### src/design/ola_pkg.sv
// ----------------------------------------------------------------------------
// ola_pkg
// Shared types and constants of the ordered list with append and remove.
// ----------------------------------------------------------------------------
package ola_pkg;

  localparam int CAPACITY    = 64;
  localparam int ENTRY_WIDTH = 32;

  localparam int ADDR_W      = (CAPACITY > 1) ? $clog2(CAPACITY) : 1;
  localparam int CNT_W       = $clog2(CAPACITY + 1);
  localparam int VALUE_W     = 32;
  localparam int COUNT_OUT_W = 7;

  localparam logic CMD_APPEND = 1'b0;
  localparam logic CMD_REMOVE = 1'b1;

  localparam logic [1:0] ST_OK        = 2'd0;
  localparam logic [1:0] ST_FULL      = 2'd1;
  localparam logic [1:0] ST_NOT_FOUND = 2'd2;

  typedef logic [ENTRY_WIDTH-1:0] entry_t;
  typedef logic [ADDR_W-1:0]      addr_t;
  typedef logic [CNT_W-1:0]       count_t;

  typedef struct packed {
    logic               command;
    logic [VALUE_W-1:0] value;
  } request_t;

  typedef struct packed {
    logic [1:0]             status;
    logic [COUNT_OUT_W-1:0] entry_count;
  } result_t;

endpackage

### src/design/ordered_list_append_remove.sv
// ----------------------------------------------------------------------------
// ordered_list_append_remove
// Ordered list in a single-port-read, single-port-write memory. Append writes
// at the end; remove scans for the first match and shifts later entries down.
// ----------------------------------------------------------------------------
//  channel   direction  payload     handshake
//  request   in         request_t   request_valid / request_stall
//  result    out        result_t    result_valid / result_stall
//
//  one command at a time; request_stall is high from accept until the
//  result is loaded into the output register
//  after accept, append goes straight to the done state; remove scans for
//  a match and, when found, shifts the later entries down, with one memory
//  read per cycle for the scan and then for the shift
//  reset clears the count and control; memory contents need no clearing
//  a stalled result holds while the next command is accepted and worked on
module ordered_list_append_remove
  import ola_pkg::*;
(
  input  logic     clk,
  input  logic     rst,
  input  request_t request,
  input  logic     request_valid,
  output logic     request_stall,
  output result_t  result,
  output logic     result_valid,
  input  logic     result_stall
);

  typedef enum logic [1:0] {
    S_IDLE,
    S_SCAN,
    S_SHIFT,
    S_DONE
  } state_t;

  state_t  state;
  count_t  count;
  count_t  rd_idx;
  addr_t   pend_idx;
  logic    pend_v;
  entry_t  value_q;
  result_t done_res;

  entry_t  mem [CAPACITY];
  entry_t  rd_data;

  logic    wr_en;
  addr_t   wr_addr;
  entry_t  wr_data;
  addr_t   rd_addr;
  logic    accept;
  logic    match;
  logic    more;

  assign accept        = request_valid && !request_stall;
  assign request_stall = (state != S_IDLE);
  assign match         = pend_v && (rd_data == value_q);
  assign more          = (rd_idx != count);
  assign rd_addr       = rd_idx[ADDR_W-1:0];

  // memory write port
  always_comb begin
    wr_en   = 1'b0;
    wr_addr = count[ADDR_W-1:0];
    wr_data = entry_t'(request.value);
    case (state)
      S_IDLE: begin
        wr_en = accept && (request.command == CMD_APPEND) &&
                (count != count_t'(CAPACITY));
      end
      S_SHIFT: begin
        wr_en   = pend_v;
        wr_addr = addr_t'(pend_idx - 1'b1);
        wr_data = rd_data;
      end
      default: begin
        wr_en = 1'b0;
      end
    endcase
  end

  always_ff @(posedge clk) begin
    if (wr_en) begin
      mem[wr_addr] <= wr_data;
    end
    rd_data <= mem[rd_addr];
  end

  always_ff @(posedge clk) begin
    if (rst) begin
      state        <= S_IDLE;
      count        <= '0;
      rd_idx       <= '0;
      pend_v       <= 1'b0;
      result_valid <= 1'b0;
    end else begin
      if (result_valid && !result_stall) begin
        result_valid <= 1'b0;
      end
      case (state)
        S_IDLE: begin
          if (accept) begin
            value_q <= entry_t'(request.value);
            rd_idx  <= '0;
            pend_v  <= 1'b0;
            if (request.command == CMD_APPEND) begin
              if (count == count_t'(CAPACITY)) begin
                done_res.status      <= ST_FULL;
                done_res.entry_count <= COUNT_OUT_W'(count);
              end else begin
                count                <= count_t'(count + 1'b1);
                done_res.status      <= ST_OK;
                done_res.entry_count <= COUNT_OUT_W'(count_t'(count + 1'b1));
              end
              state <= S_DONE;
            end else begin
              state <= S_SCAN;
            end
          end
        end
        S_SCAN: begin
          if (match) begin
            rd_idx <= count_t'(count_t'(pend_idx) + 1'b1);
            pend_v <= 1'b0;
            state  <= S_SHIFT;
          end else if (!more) begin
            pend_v               <= 1'b0;
            done_res.status      <= ST_NOT_FOUND;
            done_res.entry_count <= COUNT_OUT_W'(count);
            state                <= S_DONE;
          end else begin
            pend_idx <= rd_addr;
            pend_v   <= 1'b1;
            rd_idx   <= count_t'(rd_idx + 1'b1);
          end
        end
        S_SHIFT: begin
          if (more) begin
            pend_idx <= rd_addr;
            pend_v   <= 1'b1;
            rd_idx   <= count_t'(rd_idx + 1'b1);
          end else begin
            pend_v               <= 1'b0;
            count                <= count_t'(count - 1'b1);
            done_res.status      <= ST_OK;
            done_res.entry_count <= COUNT_OUT_W'(count_t'(count - 1'b1));
            state                <= S_DONE;
          end
        end
        S_DONE: begin
          if (!result_valid || !result_stall) begin
            result       <= done_res;
            result_valid <= 1'b1;
            state        <= S_IDLE;
          end
        end
        default: begin
          state <= S_IDLE;
        end
      endcase
    end
  end

endmodule

### config.mk
export PLATFORM = sky130hd
export DESIGN_NAME = ordered_list_append_remove
export DESIGN_NICKNAME = d
export VERILOG_FILES = /design/src/design/ola_pkg.sv /design/src/design/ordered_list_append_remove.sv
export SDC_FILE = /design/constraint.sdc
export NUM_CORES = 2
export LEC_CHECK = 0
export ABC_AREA = 1
export ABC_CLOCK_PERIOD_IN_PS = 5630
export BUFFER_PORTS_ARGS = -buffer_cell sky130_fd_sc_hd__buf_2
export CAP_MARGIN = 0
export CORE_MARGIN = 4
export CORE_UTILIZATION = 45
export CTS_BUF_LIST = sky130_fd_sc_hd__clkbuf_4
export CTS_CLUSTER_DIAMETER = 60
export DETAILED_ROUTE_END_ITERATION = 12
export PLACE_DENSITY = 0.6
export SYNTH_ARGS = -nofsm -noshare
export SYNTH_HDL_FRONTEND = slang
export SYNTH_SLANG_ARGS = --single-unit
### constraint.sdc
create_clock -name clk -period 5.63 [get_ports clk]
set_input_delay 0.563 -clock clk [delete_from_list [all_inputs] [get_ports clk]]
set_output_delay 0.563 -clock clk [all_outputs]
set_load 0.1 [all_outputs]
==> run metrics <==
number of enable flip-flop cells after synthesis 2104; Post-synth top flop sky130_fd_sc_hd__edfxtp_1; final weighted congestion in routability-driven placement 0.884; buffer type at the clock tree root sky130_fd_sc_hd__clkbuf_4; number of iterations in the first detailed-routing pass 6; fillcell total 16.2k; final clock skew 104 ps; Post-Synth Adder-Cell Area 0.00162; number of antenna violations at the first check in global routing 15; Yosys warnings 0; end-of-flow core utilization 0.511; largest area contributor in the synthesized netlist sky130_fd_sc_hd__edfxtp_1; sequential power share 0.482; max cap viols 0; CP Data Required Time 6660 ps; library cell appearing most often on the critical path sky130_fd_sc_hd__inv_1; Min Clock Period, post-route 4170 ps; Setup TNS Final 0 ps; pin count of the biggest net entering global routing 196; via count normalized by instance count 5.88; count of different cell masters after synthesis 41; Mapped Area 84900 um2; register bit total from synthesis 2154; num rows 159; measured slew at the worst slew-check pin 1320 ps; final worst path period share 0.740; result of the run finished, final reports clean; PostCTS Resize Cnt 0; path type of the worst min-delay path in -> reg; Synthesized Nets 6491; number of DRC markers after the initial detailed-route iteration 6952; commonest cells after routing, fill and taps aside sky130_fd_sc_hd__edfxtp_1, sky130_fd_sc_hd__nor2_1, sky130_fd_sc_hd__o21ai_0; Leakage Power 0.0318 uW; share of final-layout standard cells stronger than drive strength 1 0.162; basic-gate share of the synthesized area counting and, or, nand and nor cells 0.0911; Port Buffer Count 47; FFs w/ async S/R, synth 0; combined buffer and inverter count along the critical path 3; IR Drop Worst-Case VDD 389 uV; die height 442 um; cts bufs inserted 564; Max Fclk 240 MHz; max-slew violation count 0; net switching power figure 13700 uW; headroom to the max-slew limit 0.114; largest family of logic cells by synthesized area compound AO/OA/AOI/OAI gates; largest cells by area after synthesis sky130_fd_sc_hd__edfxtp_1, sky130_fd_sc_hd__o21ai_0, sky130_fd_sc_hd__nor2_1; final-report setup violation count 0; core box area 188000 um2; register area share after synthesis 0.756; critical path peak fanout 21; synthesized-area fraction occupied by xor and xnor cells 0.00318; Clock transition at path regs 60 ps; combinational fraction of design power 0.208; Worst setup SP type register; category of cells accounting for the largest share of critical-path delay simple AND/OR/NAND/NOR gates; count of H-tree levels built during CTS 6; Post-Synthesis Cells 6443; total global routing track utilization 0.252; mean routed wirelength per cell 26.1 um; max incr delay on CP 1000 ps; switching part of the total 0.326; routed vias 57.1k; overall overflow remaining after global route 0; mean post-synth cell area 13.2 um2; Remaining DRCs 0; final instance count without filler cells 9707; cell internal pwr 28300 uW; unrepaired setup endpoints after global routing no; power density of the placed cells 439 nW/um2; die width 442 um; clock tree from TritonCTS built; total length of routed wires 253 mm; buffer levels on the longest clock path 4; first-pass GRT wire length 369 mm; later-pin clock latency in the skew report 1390 ps; most frequent standard cell in the layout excluding fill and tap cells sky130_fd_sc_hd__edfxtp_1; post-route antenna net violation count 0; io pins 48; Syn-to-layout area delta 13.0%; share of cell area taken by muxes after synthesis 0; number of clock sinks 2154; initial standard-cell utilization of the core 0.452; sum of net half-perimeters after detailed placement 141 mm; fraction of post-synthesis cell area in the top cell type by area 0.745; startpoint-to-endpoint class of the critical path reg -> reg; compound-cell area share of the yosys netlist 0.119; post-placement cell count 8698; category of the worst setup path capture point register; final hold viol count 0; cell breakdown of the critical path inv_1 > ha_1 > inv_1 > nor3_1 > a22oi_1 > nor2_1 > nand2_1 > nor2_4 > buf_4; final hold slack 160 ps; arrival time of data at the critical path endpoint 5190 ps; total power 42100 uW; vias in the first global route 54.9k; total die area 196000 um2; slowest stage cell, crit path sky130_fd_sc_hd__nor2_4; share of power burned in the clock network 0.310; Nets 6890
[final cells by class]
| cell class | count | area, um2 | share of cell area |
|---|---|---|---|
| diodes | 6 | 15.0 | 0.000157 |
| clock buffers | 790 | 5930 | 0.0618 |
| clock inverters | 140 | 736 | 0.00767 |
| inverters | 106 | 437 | 0.00455 |
| multi-input cells | 3738 | 19100 | 0.199 |
| flip-flops and latches | 2154 | 64200 | 0.669 |
| well taps | 2495 | 3120 | 0.0326 |
| repair buffers | 278 | 2390 | 0.0249 |
[timing repair]
| action | CTS | global route |
|---|---|---|
| hold buffers | 73 | 0 |
| hold endpoints to repair | 707 | 0 |
| setup buffers | 0 | 0 |
[state kept, by name (all words and copies together), names as in the netlist]
register,flops
count,7
value_q,32
pend_idx,6
mem,2048
rd_idx,7
state,2
pend_v,1
result,9
result_valid,1
done_res,9
rd_data,32
[cell usage after synthesis (5+ instances only)]
cell,number
sky130_fd_sc_hd__edfxtp_1,2104
sky130_fd_sc_hd__nand3_1,244
sky130_fd_sc_hd__clkbuf_1,283
sky130_fd_sc_hd__o21ai_1,20
sky130_fd_sc_hd__a21oi_1,86
sky130_fd_sc_hd__nor3_1,6
sky130_fd_sc_hd__nand2_1,494
sky130_fd_sc_hd__ha_1,11
sky130_fd_sc_hd__o21ai_0,1076
sky130_fd_sc_hd__o211ai_1,54
sky130_fd_sc_hd__nand4_1,35
sky130_fd_sc_hd__inv_2,5
sky130_fd_sc_hd__inv_1,98
sky130_fd_sc_hd__xnor2_1,10
sky130_fd_sc_hd__buf_4,36
sky130_fd_sc_hd__xor2_1,19
sky130_fd_sc_hd__o22ai_1,310
sky130_fd_sc_hd__buf_1,17
sky130_fd_sc_hd__dfxtp_1,50
sky130_fd_sc_hd__o221ai_1,205
sky130_fd_sc_hd__buf_6,13
sky130_fd_sc_hd__buf_2,94
sky130_fd_sc_hd__nor2_1,1145
[cells by family after synthesis]
family | Yosys count
flip-flops | 2154
AND/OR/NAND/NOR | 1938
AO/OA/AOI/OAI | 1759
buffers and inverters | 551
XOR/XNOR | 30
adder cells (fa/ha/maj) | 11
[worst register-to-register path: cells and delay by family, from the launching register on]
family	cells	cell delay [ps]
adder cells (fa/ha/maj)	1	230
AO/OA/AOI/OAI	1	270
buffers and inverters	3	640
flip-flops	1	350
AND/OR/NAND/NOR	4	2340
[per-stage QoR]
step	instance area, um2	setup slack (ps)
final	95900	1460
after global routing	95900	1300
after CTS	95900	1550
after detailed placement	88500	1610
after global placement	88500	1560
after floorplan	84900	1150
[worst paths after layout]
kind	start	to	slack, ps	cells after the start
max	state[0]	mem[35][24]	1460	9
min	rst	rd_idx[1]	160	3
max reg2reg	state[0]	mem[35][24]	1460	9
min reg2reg	done_res[3]	result[3]	380	0
[power by group through the flow]
stage | clock (uW) | sequential, uW | combinational [uW]
CTS | 13300 | 20300 | 8640
global route | 14200 | 20300 | 9350
global placement | 0 | 20600 | 8470
floorplan | 0 | 20700 | 4690
detailed placement | 0 | 20600 | 8580
finish | 13000 | 20300 | 8760
[per-layer routing]
metal  wire length, um  share of wire  vias up  global-route usage
met5                13       0.000051        -                   0
met3             27300           0.11      430              0.0636
li1                  -              -    25211                   -
met2            112000           0.44     3098               0.371
met1            105000           0.41    28319               0.361
met4              9270          0.037        2               0.101
No activity file was read; power rests on OpenSTA's default activity.
